File: src/assert_macros.svh
// assertion macros shared by the range xor tree sources
// clocked on clk_i and held off while rst_ni is low
`ifndef ASSERT_MACROS_SVH
`define ASSERT_MACROS_SVH

// property that must hold at every clock edge out of reset
`define RXST_ASSERT(label, prop, msg) \
  label: assert property (@(posedge clk_i) disable iff (!rst_ni) (prop)) else $error(msg);

// trigger on one edge implies a condition on the same edge
`define RXST_ASSERT_IMPL(label, trig, cond, msg) \
  label: assert property (@(posedge clk_i) disable iff (!rst_ni) (trig) |-> (cond)) \
    else $error(msg);

// trigger on one edge implies a condition on the next edge
`define RXST_ASSERT_NEXT(label, trig, cond, msg) \
  label: assert property (@(posedge clk_i) disable iff (!rst_ni) (trig) |=> (cond)) \
    else $error(msg);

`endif

File: src/rxst_pkg.sv
// shared constants and types of the range xor segment tree
// no dependencies; used by the node memory, the tree walker and the top level
package rxst_pkg;

  localparam int VALUE_BITS   = 32;
  localparam int IDX_BITS     = 10;
  localparam int CNT_BITS     = 11;
  localparam int MAX_ELEMENTS = 1024;
  localparam int TREE_NODES   = 4096;
  localparam int NODE_BITS    = 12;
  localparam int STACK_DEPTH  = 16;
  localparam int SP_BITS      = 4;

  // operation codes
  localparam logic OP_UPDATE = 1'b0;
  localparam logic OP_QUERY  = 1'b1;

  // one tree node: segment xor and the mark still owed to it
  typedef struct packed {
    logic [VALUE_BITS-1:0] node;
    logic [VALUE_BITS-1:0] pend;
  } entry_t;

  // node memory access for one cycle
  typedef struct packed {
    logic                 re;
    logic [NODE_BITS-1:0] raddr;
    logic                 we;
    logic [NODE_BITS-1:0] waddr;
    entry_t               wdata;
  } mem_req_t;

endpackage

File: src/rxst_walker.sv
// tree walker: clears the node memory, then walks the tree for each word
// with an explicit frame stack; depends on rxst_pkg
module rxst_walker (
  input  logic                            clk_i,
  input  logic                            rst_ni,
  input  logic                            start_i,
  input  logic                            op_i,
  input  logic [rxst_pkg::IDX_BITS-1:0]   left_i,
  input  logic [rxst_pkg::IDX_BITS-1:0]   right_i,
  input  logic [rxst_pkg::VALUE_BITS-1:0] value_i,
  input  logic [rxst_pkg::IDX_BITS-1:0]   last_i,
  output logic                            busy_o,
  output logic                            res_valid_o,
  output logic [rxst_pkg::VALUE_BITS-1:0] res_data_o,
  output rxst_pkg::mem_req_t              mem_req_o,
  input  rxst_pkg::entry_t                mem_rdata_i
);

  typedef enum logic [7:0] {
    ST_CLEAR  = 8'b0000_0001,
    ST_IDLE   = 8'b0000_0010,
    ST_READ   = 8'b0000_0100,
    ST_EVAL   = 8'b0000_1000,
    ST_PUSH0  = 8'b0001_0000,
    ST_PUSH1  = 8'b0010_0000,
    ST_DECIDE = 8'b0100_0000,
    ST_RET    = 8'b1000_0000
  } state_e;

  typedef struct packed {
    logic [rxst_pkg::NODE_BITS-1:0]  k;
    logic [rxst_pkg::IDX_BITS-1:0]   lo;
    logic [rxst_pkg::IDX_BITS-1:0]   hi;
    logic [rxst_pkg::VALUE_BITS-1:0] acc;
    logic                            ph;
  } frame_t;

  state_e                          state_q, state_d;
  logic [rxst_pkg::NODE_BITS-1:0]  clr_q, clr_d;
  logic                            op_q, op_d;
  logic [rxst_pkg::IDX_BITS-1:0]   l_q, l_d, r_q, r_d;
  logic [rxst_pkg::VALUE_BITS-1:0] v_q, v_d;
  logic [rxst_pkg::NODE_BITS-1:0]  k_q, k_d;
  logic [rxst_pkg::IDX_BITS-1:0]   lo_q, lo_d, hi_q, hi_d;
  logic [rxst_pkg::SP_BITS-1:0]    sp_q, sp_d;
  logic [rxst_pkg::VALUE_BITS-1:0] t_q, t_d, nv_q, nv_d, ret_q, ret_d;
  logic                            out_q, out_d, cov_q, cov_d;
  logic                            res_valid_q, res_valid_d;
  logic [rxst_pkg::VALUE_BITS-1:0] res_q, res_d;
  frame_t                          stk_q [rxst_pkg::STACK_DEPTH];

  logic                            stk_we;
  logic [rxst_pkg::SP_BITS-1:0]    stk_wa, sp_top;
  frame_t                          stk_wd, top;
  logic                            out_c, cov_c, leaf, odd;
  logic [rxst_pkg::VALUE_BITS-1:0] t_c, nv_c, acc_c;
  logic [rxst_pkg::IDX_BITS:0]     sum_c, tsum_c;
  logic [rxst_pkg::IDX_BITS-1:0]   mid_c, tmid_c;
  logic [rxst_pkg::NODE_BITS-1:0]  kl_c, kr_c;
  rxst_pkg::mem_req_t              req;

  // node evaluation on the word just read
  assign out_c  = (r_q < lo_q) || (hi_q < l_q);
  assign cov_c  = (l_q <= lo_q) && (hi_q <= r_q);
  assign leaf   = (lo_q == hi_q);
  assign odd    = (lo_q[0] == hi_q[0]);
  assign t_c    = ((op_q == rxst_pkg::OP_UPDATE) && cov_c) ? (mem_rdata_i.pend ^ v_q)
                                                           : mem_rdata_i.pend;
  assign nv_c   = odd ? (mem_rdata_i.node ^ t_c) : mem_rdata_i.node;
  assign sum_c  = {1'b0, lo_q} + {1'b0, hi_q};
  assign mid_c  = sum_c[rxst_pkg::IDX_BITS:1];
  assign kl_c   = {k_q[rxst_pkg::NODE_BITS-2:0], 1'b0};
  assign kr_c   = {k_q[rxst_pkg::NODE_BITS-2:0], 1'b1};

  // parent frame on top of the stack
  assign sp_top = sp_q - 1'b1;
  assign top    = stk_q[sp_top];
  assign acc_c  = top.acc ^ ret_q;
  assign tsum_c = {1'b0, top.lo} + {1'b0, top.hi};
  assign tmid_c = tsum_c[rxst_pkg::IDX_BITS:1];

  // sequencer
  always_comb begin
    state_d     = state_q;
    clr_d       = clr_q;
    op_d        = op_q;
    l_d         = l_q;
    r_d         = r_q;
    v_d         = v_q;
    k_d         = k_q;
    lo_d        = lo_q;
    hi_d        = hi_q;
    sp_d        = sp_q;
    t_d         = t_q;
    nv_d        = nv_q;
    ret_d       = ret_q;
    out_d       = out_q;
    cov_d       = cov_q;
    res_valid_d = 1'b0;
    res_d       = res_q;
    stk_we      = 1'b0;
    stk_wa      = sp_q;
    stk_wd      = '0;
    req         = '0;
    unique case (state_q)
      ST_CLEAR: begin
        req.we    = 1'b1;
        req.waddr = clr_q;
        clr_d     = clr_q + 1'b1;
        if (&clr_q) begin
          state_d = ST_IDLE;
        end
      end
      ST_IDLE: begin
        if (start_i) begin
          op_d    = op_i;
          l_d     = left_i;
          r_d     = right_i;
          v_d     = value_i;
          k_d     = rxst_pkg::NODE_BITS'(1);
          lo_d    = '0;
          hi_d    = last_i;
          sp_d    = '0;
          state_d = ST_READ;
        end
      end
      ST_READ: begin
        req.re    = 1'b1;
        req.raddr = k_q;
        state_d   = ST_EVAL;
      end
      ST_EVAL: begin
        req.we         = 1'b1;
        req.waddr      = k_q;
        req.wdata.node = nv_c;
        t_d            = t_c;
        nv_d           = nv_c;
        out_d          = out_c;
        cov_d          = cov_c;
        if (!leaf && (t_c != '0)) begin
          req.re    = 1'b1;
          req.raddr = kl_c;
          state_d   = ST_PUSH0;
        end else begin
          state_d = ST_DECIDE;
        end
      end
      ST_PUSH0: begin
        req.we         = 1'b1;
        req.waddr      = kl_c;
        req.wdata.node = mem_rdata_i.node;
        req.wdata.pend = mem_rdata_i.pend ^ t_q;
        req.re         = 1'b1;
        req.raddr      = kr_c;
        state_d        = ST_PUSH1;
      end
      ST_PUSH1: begin
        req.we         = 1'b1;
        req.waddr      = kr_c;
        req.wdata.node = mem_rdata_i.node;
        req.wdata.pend = mem_rdata_i.pend ^ t_q;
        state_d        = ST_DECIDE;
      end
      ST_DECIDE: begin
        if (out_q || cov_q) begin
          ret_d   = ((op_q == rxst_pkg::OP_QUERY) && out_q) ? '0 : nv_q;
          state_d = ST_RET;
        end else begin
          // descend into the left child
          stk_we    = 1'b1;
          stk_wa    = sp_q;
          stk_wd.k  = k_q;
          stk_wd.lo = lo_q;
          stk_wd.hi = hi_q;
          sp_d      = sp_q + 1'b1;
          k_d       = kl_c;
          hi_d      = mid_c;
          state_d   = ST_READ;
        end
      end
      ST_RET: begin
        if (sp_q == '0) begin
          if (op_q == rxst_pkg::OP_QUERY) begin
            res_valid_d = 1'b1;
            res_d       = ret_q;
          end
          state_d = ST_IDLE;
        end else if (!top.ph) begin
          // left child done, go right
          stk_we     = 1'b1;
          stk_wa     = sp_top;
          stk_wd     = top;
          stk_wd.acc = acc_c;
          stk_wd.ph  = 1'b1;
          k_d        = {top.k[rxst_pkg::NODE_BITS-2:0], 1'b1};
          lo_d       = tmid_c + 1'b1;
          hi_d       = top.hi;
          state_d    = ST_READ;
        end else begin
          // both children done, close the parent
          sp_d  = sp_top;
          ret_d = acc_c;
          if (op_q == rxst_pkg::OP_UPDATE) begin
            req.we         = 1'b1;
            req.waddr      = top.k;
            req.wdata.node = acc_c;
          end
        end
      end
      default: state_d = ST_CLEAR;
    endcase
  end

  // control registers
  always_ff @(posedge clk_i or negedge rst_ni) begin
    if (!rst_ni) begin
      state_q     <= ST_CLEAR;
      clr_q       <= '0;
      sp_q        <= '0;
      res_valid_q <= 1'b0;
    end else begin
      state_q     <= state_d;
      clr_q       <= clr_d;
      sp_q        <= sp_d;
      res_valid_q <= res_valid_d;
    end
  end

  // payload registers
  always_ff @(posedge clk_i) begin
    op_q  <= op_d;
    l_q   <= l_d;
    r_q   <= r_d;
    v_q   <= v_d;
    k_q   <= k_d;
    lo_q  <= lo_d;
    hi_q  <= hi_d;
    t_q   <= t_d;
    nv_q  <= nv_d;
    ret_q <= ret_d;
    out_q <= out_d;
    cov_q <= cov_d;
    res_q <= res_d;
  end

  // frame stack
  always_ff @(posedge clk_i) begin
    if (stk_we) begin
      stk_q[stk_wa] <= stk_wd;
    end
  end

  assign busy_o      = (state_q != ST_IDLE);
  assign res_valid_o = res_valid_q;
  assign res_data_o  = res_q;
  assign mem_req_o   = req;

endmodule

File: config.mk
export PLATFORM = sky130hd
export DESIGN_NAME = rxst_walker
export DESIGN_NICKNAME = d
export VERILOG_FILES = /design/src/assert_macros.svh /design/src/rxst_pkg.sv /design/src/rxst_walker.sv
export SDC_FILE = /design/constraint.sdc
export NUM_CORES = 2
export LEC_CHECK = 0
export BUFFER_PORTS_ARGS = -buffer_cell sky130_fd_sc_hd__buf_2
export CORE_MARGIN = 2
export CORE_UTILIZATION = 45
export CTS_BUF_LIST = sky130_fd_sc_hd__clkbuf_4
export DETAILED_ROUTE_END_ITERATION = 10
export PLACE_DENSITY = 0.66
export SYNTH_ARGS = -nofsm -noshare
export SYNTH_HDL_FRONTEND = slang
export SYNTH_SLANG_ARGS = --single-unit
File: constraint.sdc
create_clock -name clk_i -period 17 [get_ports clk_i]
set_clock_uncertainty 0.05 [all_clocks]
set_input_delay 0 -clock clk_i [delete_from_list [all_inputs] [get_ports clk_i]]
set_output_delay 0 -clock clk_i [all_outputs]
set_load 0.005 [all_outputs]
After elaboration in Yosys (flattened, before gate mapping)
Memories as Yosys holds them, arrays and structs flattened.
Cells that the tools add are included.
{ "totals": {"reg_bits": 240, "latchBits": 0, "mem_bits_rw": 1040, "mem_bits_ro": 0, "output_inout_bits": 124, "word_cells": 131, "mem_count": 1} }
{ "classes": {"add_sub_neg": 6, "n_mul": 0, "div": 0, "magnitude_cmp": 4, "n_eq_ne": 19, "shifts": 0, "mux": 58, "n_bitwise": 5, "reduce_logical": 21} }
{ "memory_table": {"columns": ["memory", "depth", "width", "rd", "rd_clocked_by_memory_dff", "wr", "line_no", "rtl"], "rows": [
  ["stk_q", 16, 65, 1, 0, 1, "rxst_walker.sv:50", "frame_t stk_q [rxst_pkg::STACK_DEPTH];"]
]} }
{ "ops": {"columns": ["op", "count"], "rows": [
  ["32-bit two-way mux", 8],
  ["45-bit two-way mux", 3],
  ["65-bit two-way mux", 2],
  ["32-bit case mux with 2 select lines", 2],
  ["32-bit bitwise XOR", 4],
  ["32-bit case mux with 3 select lines", 1],
  ["10-bit two-way mux", 7],
  ["13-bit case mux with 5 select lines", 1],
  ["8-bit case mux with 8 select lines", 1],
  ["12-bit two-way mux", 4],
  ["8-bit two-way mux", 5],
  ["13-bit case mux with 3 select lines", 1],
  ["12-bit case mux with 3 select lines", 1],
  ["33-bit two-way mux", 1],
  ["32-bit nonzero test", 1],
  ["10-bit case mux with 3 select lines", 1],
  ["4-bit two-way mux", 7],
  ["10-bit by 10-bit adder with 11-bit output", 2],
  ["10-bit less-or-equal comparator", 2],
  ["10-bit < comparator", 2],
  ["10-bit case mux with 2 select lines", 1],
  ["2-bit != test (second input constant)", 7],
  ["13-bit two-way mux", 1],
  ["12-bit by 1-bit adder with 12-bit output (second input constant)", 1],
  ["other kinds (32)", 47]
]} }

Logic depth before layout (Yosys ltp)
{ "depth": {"word_depth": 8, "depth_mapped": 27} }

Worst setup path after synthesis
Ideal clock, no wire load.
{ "synth_timing": {"kind": "flip-flop to flip-flop", "start": "reg sp_q[0] (netlist name)", "end": "mem stk_q[12][0] (netlist name) (enable)", "setup_ns": 0.489, "t_arrival_ns": 7.058, "required_ns": 16.461, "setup_slack_ns": 9.403, "path_stages_with_launch": 18, "path_buffers": 11, "period_less_slack_ns": 7.597, "cell_sequence": "dfrtp_1 buf_6 buf_4 buf_2 buf_2 buf_2 clkbuf_1 inv_1 ha_1 buf_2 clkbuf_1 clkbuf_1 clkbuf_1 clkbuf_1 inv_1 nor3_1 a31oi_1 nor2_1"} }
{ "synth_between": {"elab_chain_len": 7} }
{ "synth_lines": {"columns": ["element", "line_no", "rtl"], "rows": [
  ["start: declaration", "rxst_walker.sv:45", "logic [rxst_pkg::SP_BITS-1:0] sp_q, sp_d;"],
  ["start signal: assignment", "rxst_walker.sv:224", "sp_q <= sp_d;"],
  ["4-bit by 1-bit subtractor with 4-bit output", "rxst_walker.sv:76", "assign sp_top = sp_q - 1'b1;"],
  ["memory 16 x 65 bit", null, null],
  ["1-bit two-way mux", "rxst_walker.sv:188", "end else if (!top.ph) begin"],
  ["1-bit two-way mux", "rxst_walker.sv:182", "if (sp_q == '0) begin"],
  ["1-bit case mux with 2 select lines", "rxst_walker.sv:105", "unique case (state_q)"],
  ["1-bit two-way mux", "rxst_walker.sv:248", "if (stk_we) begin"],
  ["1-bit two-way mux (implied by the code)", "rxst_walker.sv:249", "stk_q[stk_wa] <= stk_wd;"],
  ["end: declaration", "rxst_walker.sv:50", null]
]} }
Several ways; a longest one is shown, not always the timed one.

Worst setup path in the final report
{ "layout_timing": {"start": "reg sp_q[0] (netlist name)", "end": "mem stk_q[15][2] (netlist name) (enable)"} }
The elaborated chain is that of the path after synthesis.

==> flow_summary.toml <==
[critical_path]
r2r_cells = 12
timing.rr.start = "sp_q[0]"
critical-path-top-delay-family = "buffers and inverters"
worst_setup_path_start_kind = "flop"
cp_num_cells = 12
cpPeakStageDelay_ps = 970
r2r-end = "stk_q[15][2]"
cp.arrival_ps = 9600
critPathMaxFanout = 70
path_buf_inv = 4
r2r_setup_slack_ps = 8120
crit_slowest_cell = "dfrtp_4"
cp-end-kind = "flop"
crit_required_ps = 17710
critPathMostFrequentCell = "buf_4"
crit_start = "sp_q[0]"
crit_chain = "inv_1 -> ha_4 -> buf_4 -> buf_4 -> mux4_2 -> mux4_2 -> nor2_1 -> nand2_1 -> nor3_1 -> a31oi_1 -> nor2_4 -> buf_4"
crit_path_end = "stk_q[15][2]"
worstSetupPathType = "reg -> reg"

[place]
io_buffers = 253
dp_worst_setup_slack_ps = 8020
dpl.hpwl_um = 81700
gp_congestion = 0.817

[floorplan]
die_x_um = 348
dieArea_mm2 = 0.121
initial_core_util_pct = 45.2
rows = 126
die_h_um = 348
ios = 254
coreArea_mm2 = 0.118

[timing]
slew-limit-headroom_pct = 9.41
setup-violations-final = 0
max_clock_freq_ghz = 0.113
setup_tns_ps = 0
finalHoldViolCount = 0
layout_min_cycle_time_ps = 8880
rsz0062_at_grt = "false"
layout_setup_ws_ps = 8120
tightest_slew_ps = 1350
finalCritPeriodShare_pct = 52.2
drv_slew = 0

[global_routing]
grt_use_met1_pct = 30.8
grt_pass1_wl_um = 208000
globalRouteMet3Util_pct = 4.31
grt-busiest-layer = "met2"
overflow = 0
gr-usage-met2_pct = 39.0
grt_pass1_vias = 32500
grt_usage_pct = 23.5
grt_max_degree = 99
antenna_found_initial = 3

[synthesis]
syn_inst = 2867
yosysSeqAreaShare_pct = 72.1
synth_ff_type = "edfxtp_1"
ys_warn_count = 0
synth_cell_types = 68
syn_avg_cell_area_um2 = 18.5
postSynth.asyncResetShare_pct = 1.95
syn_nets = 3060
synth_edf_count = 1255
ys_ff_latch = 1280
synth.cell_area_mm2 = 0.0531

[power_and_ir_drop]
switching_share_pct = 20.8
pwr-share-clk_pct = 41.8
sequentialPowerShare_pct = 56.1
pwr_density_cell_mw_per_mm2 = 95.5
p_sw_mw = 1.27
intPower_mw = 4.82
finalPower_mw = 6.09
vdd_drop_max_uv = 70.9
leakage_nw = 19.5
power_frac_comb_pct = 2.1

[run_status]
outcome = "finished, final reports clean"

[routing]
via_count = 31000
drt-wirelength-per-cell_um = 25.9
ant_nets = 0
wirelength_um = 142000
post_drt_via_cell_ratio = 5.67
drc = 0
drt_pass1_iterations = 7
drt_iter0_drc = 2974

[finish]
multi_input_area_mm2 = 0.0142
area.sequential_mm2 = 0.0383
final.fill_count = 9162
drive_above_1_share_pct = 29.6
nNetsFinal = 3903
syn2layout_area_growth_pct = 20.1

[clock_tree]
numClockSinks = 1280
htree_levels = 5
tritoncts = "built"
ctsLongestPathBuffers = 4
clk_latency_ps = 1220
cts_buffers = 344
cts_root_buf = "clkbuf_4"
clkSlewWorstSetupHoldPaths_ps = 60

[job]
maxCapViolCount = 0

[hold_path]
hold_class = "in -> reg"
## sequential cells by signal (all words and copies together), names as in the netlist
name / cells
stk_q: 1040
nv_q: 32
res_data_o: 32
ret_q: 32
t_q: 32
v_q: 32
clr_q: 12
k_q: 12
hi_q: 10
l_q: 10
lo_q: 10
r_q: 10
state_q: 8
sp_q: 4
cov_q: 1
op_q: 1
out_q: 1
res_valid_o: 1
## tightest hold or removal path: cells and delay by family
kind                   cells  cell delay [ps]
buffers and inverters      3             1260
## layout make-up
cell class / count / area share [%]
clock inverters: 88 / 0.667
diodes: 6 / 0.0235
repair buffers: 647 / 7.99
multi-input cells: 1380 / 22.3
well taps: 1536 / 3.01
inverters: 57 / 0.339
clock buffers: 476 / 5.60
flip-flops and latches: 1280 / 60.1
## timing repair
| action | 4_1_cts | 5_1_grt |
|---|---|---|
| setup buffers | 0 | 0 |
| hold buffers | 341 | 0 |
| gates resized for setup | 0 | 0 |
| endpoints found under the hold margin | 245 | 0 |
## synthesized netlist by cell type (14+ instances only)
| cell | instances | area share [%] |
|---|---|---|
| dfrtp_1 | 24 | 1.1 |
| nand3_1 | 25 | 0.24 |
| xor2_1 | 44 | 0.73 |
| a21o_1 | 30 | 0.42 |
| clkbuf_1 | 104 | 0.73 |
| edfxtp_1 | 1255 | 71 |
| xnor2_1 | 133 | 2.2 |
| a21oi_1 | 35 | 0.33 |
| a221o_1 | 34 | 0.64 |
| nor3_1 | 24 | 0.23 |
| a22o_1 | 43 | 0.71 |
| nor2_1 | 177 | 1.3 |
| and3_1 | 14 | 0.16 |
| mux4_2 | 312 | 13 |
| nand2_1 | 209 | 1.5 |
| buf_1 | 30 | 0.21 |
| ha_1 | 61 | 1.4 |
| o21ai_0 | 32 | 0.30 |
| nand2b_1 | 35 | 0.41 |
| inv_1 | 57 | 0.40 |
| mux2i_1 | 15 | 0.28 |
## stage by stage
stage                     utilization, %  cell area, um2  hold slack [ps]  std cells
final                               54.3           63800              145       5470
after global routing                54.3           63800             56.8       5470
after CTS                           54.2           63800             31.3       5464
after detailed placement            47.9           56400             58.5       4559
after global placement              47.9           56400             51.7       4559
after floorplan                        -           53100             -346       2867
## placed cells by master (no fill, tap or decap), drive strengths merged, types with 26 or more instances in the layout
master,instances
edfxtp,1255
ha,61
nand2b,35
mux4,312
clkbuf,476
a22o,43
a21oi,36
dlygate4sd3,340
a221o,34
buf,307
nor2,177
xnor2,134
nand3,26
clkinv,76
o21ai,35
nand2,209
a21o,30
xor2,46
inv,65
## metal layers
metal	share of wire [%]	vias to the layer above
met4	2.7	2
met3	6.3	252
met5	0.0092	-
met2	50	1352
li1	-	13400
met1	41	16100
## worst min-delay path by stage
stage	startpoint	end	slack (ps)	cells past startpoint
6_report	value_i[3]	v_q[3]	150	3
5_1_grt	value_i[3]	v_q[3]	60	3
4_1_cts	value_i[3]	v_q[3]	30	3
3_5_place_dp	rst_ni	clr_q[3]	60	1
3_3_place_gp	rst_ni	clr_q[3]	50	1
2_1_floorplan	rst_ni	clr_q[0]	-350	0
## power groups by stage
stage          registers (mW)  logic [mW]  clock network [mW]
2_1_floorplan            3.48      0.0232                   0
3_3_place_gp             3.48      0.0569                   0
3_5_place_dp             3.48      0.0573                   0
4_1_cts                  3.41       0.122                2.62
5_1_grt                  3.41       0.134                2.77
6_report                 3.42       0.127                2.55
## logic make-up after synthesis
kind of cell             Yosys count  synth area share [%]
flip-flops                      1280                  72.1
buffers and inverters            207                  1.53
XOR/XNOR                         180                  3.01
multiplexers                     329                  13.5
adder cells (fa/ha/maj)           63                  1.51
AO/OA/AOI/OAI                    264                  3.76
AND/OR/NAND/NOR                  544                  4.54
No activity file was read; power rests on OpenSTA's default activity.
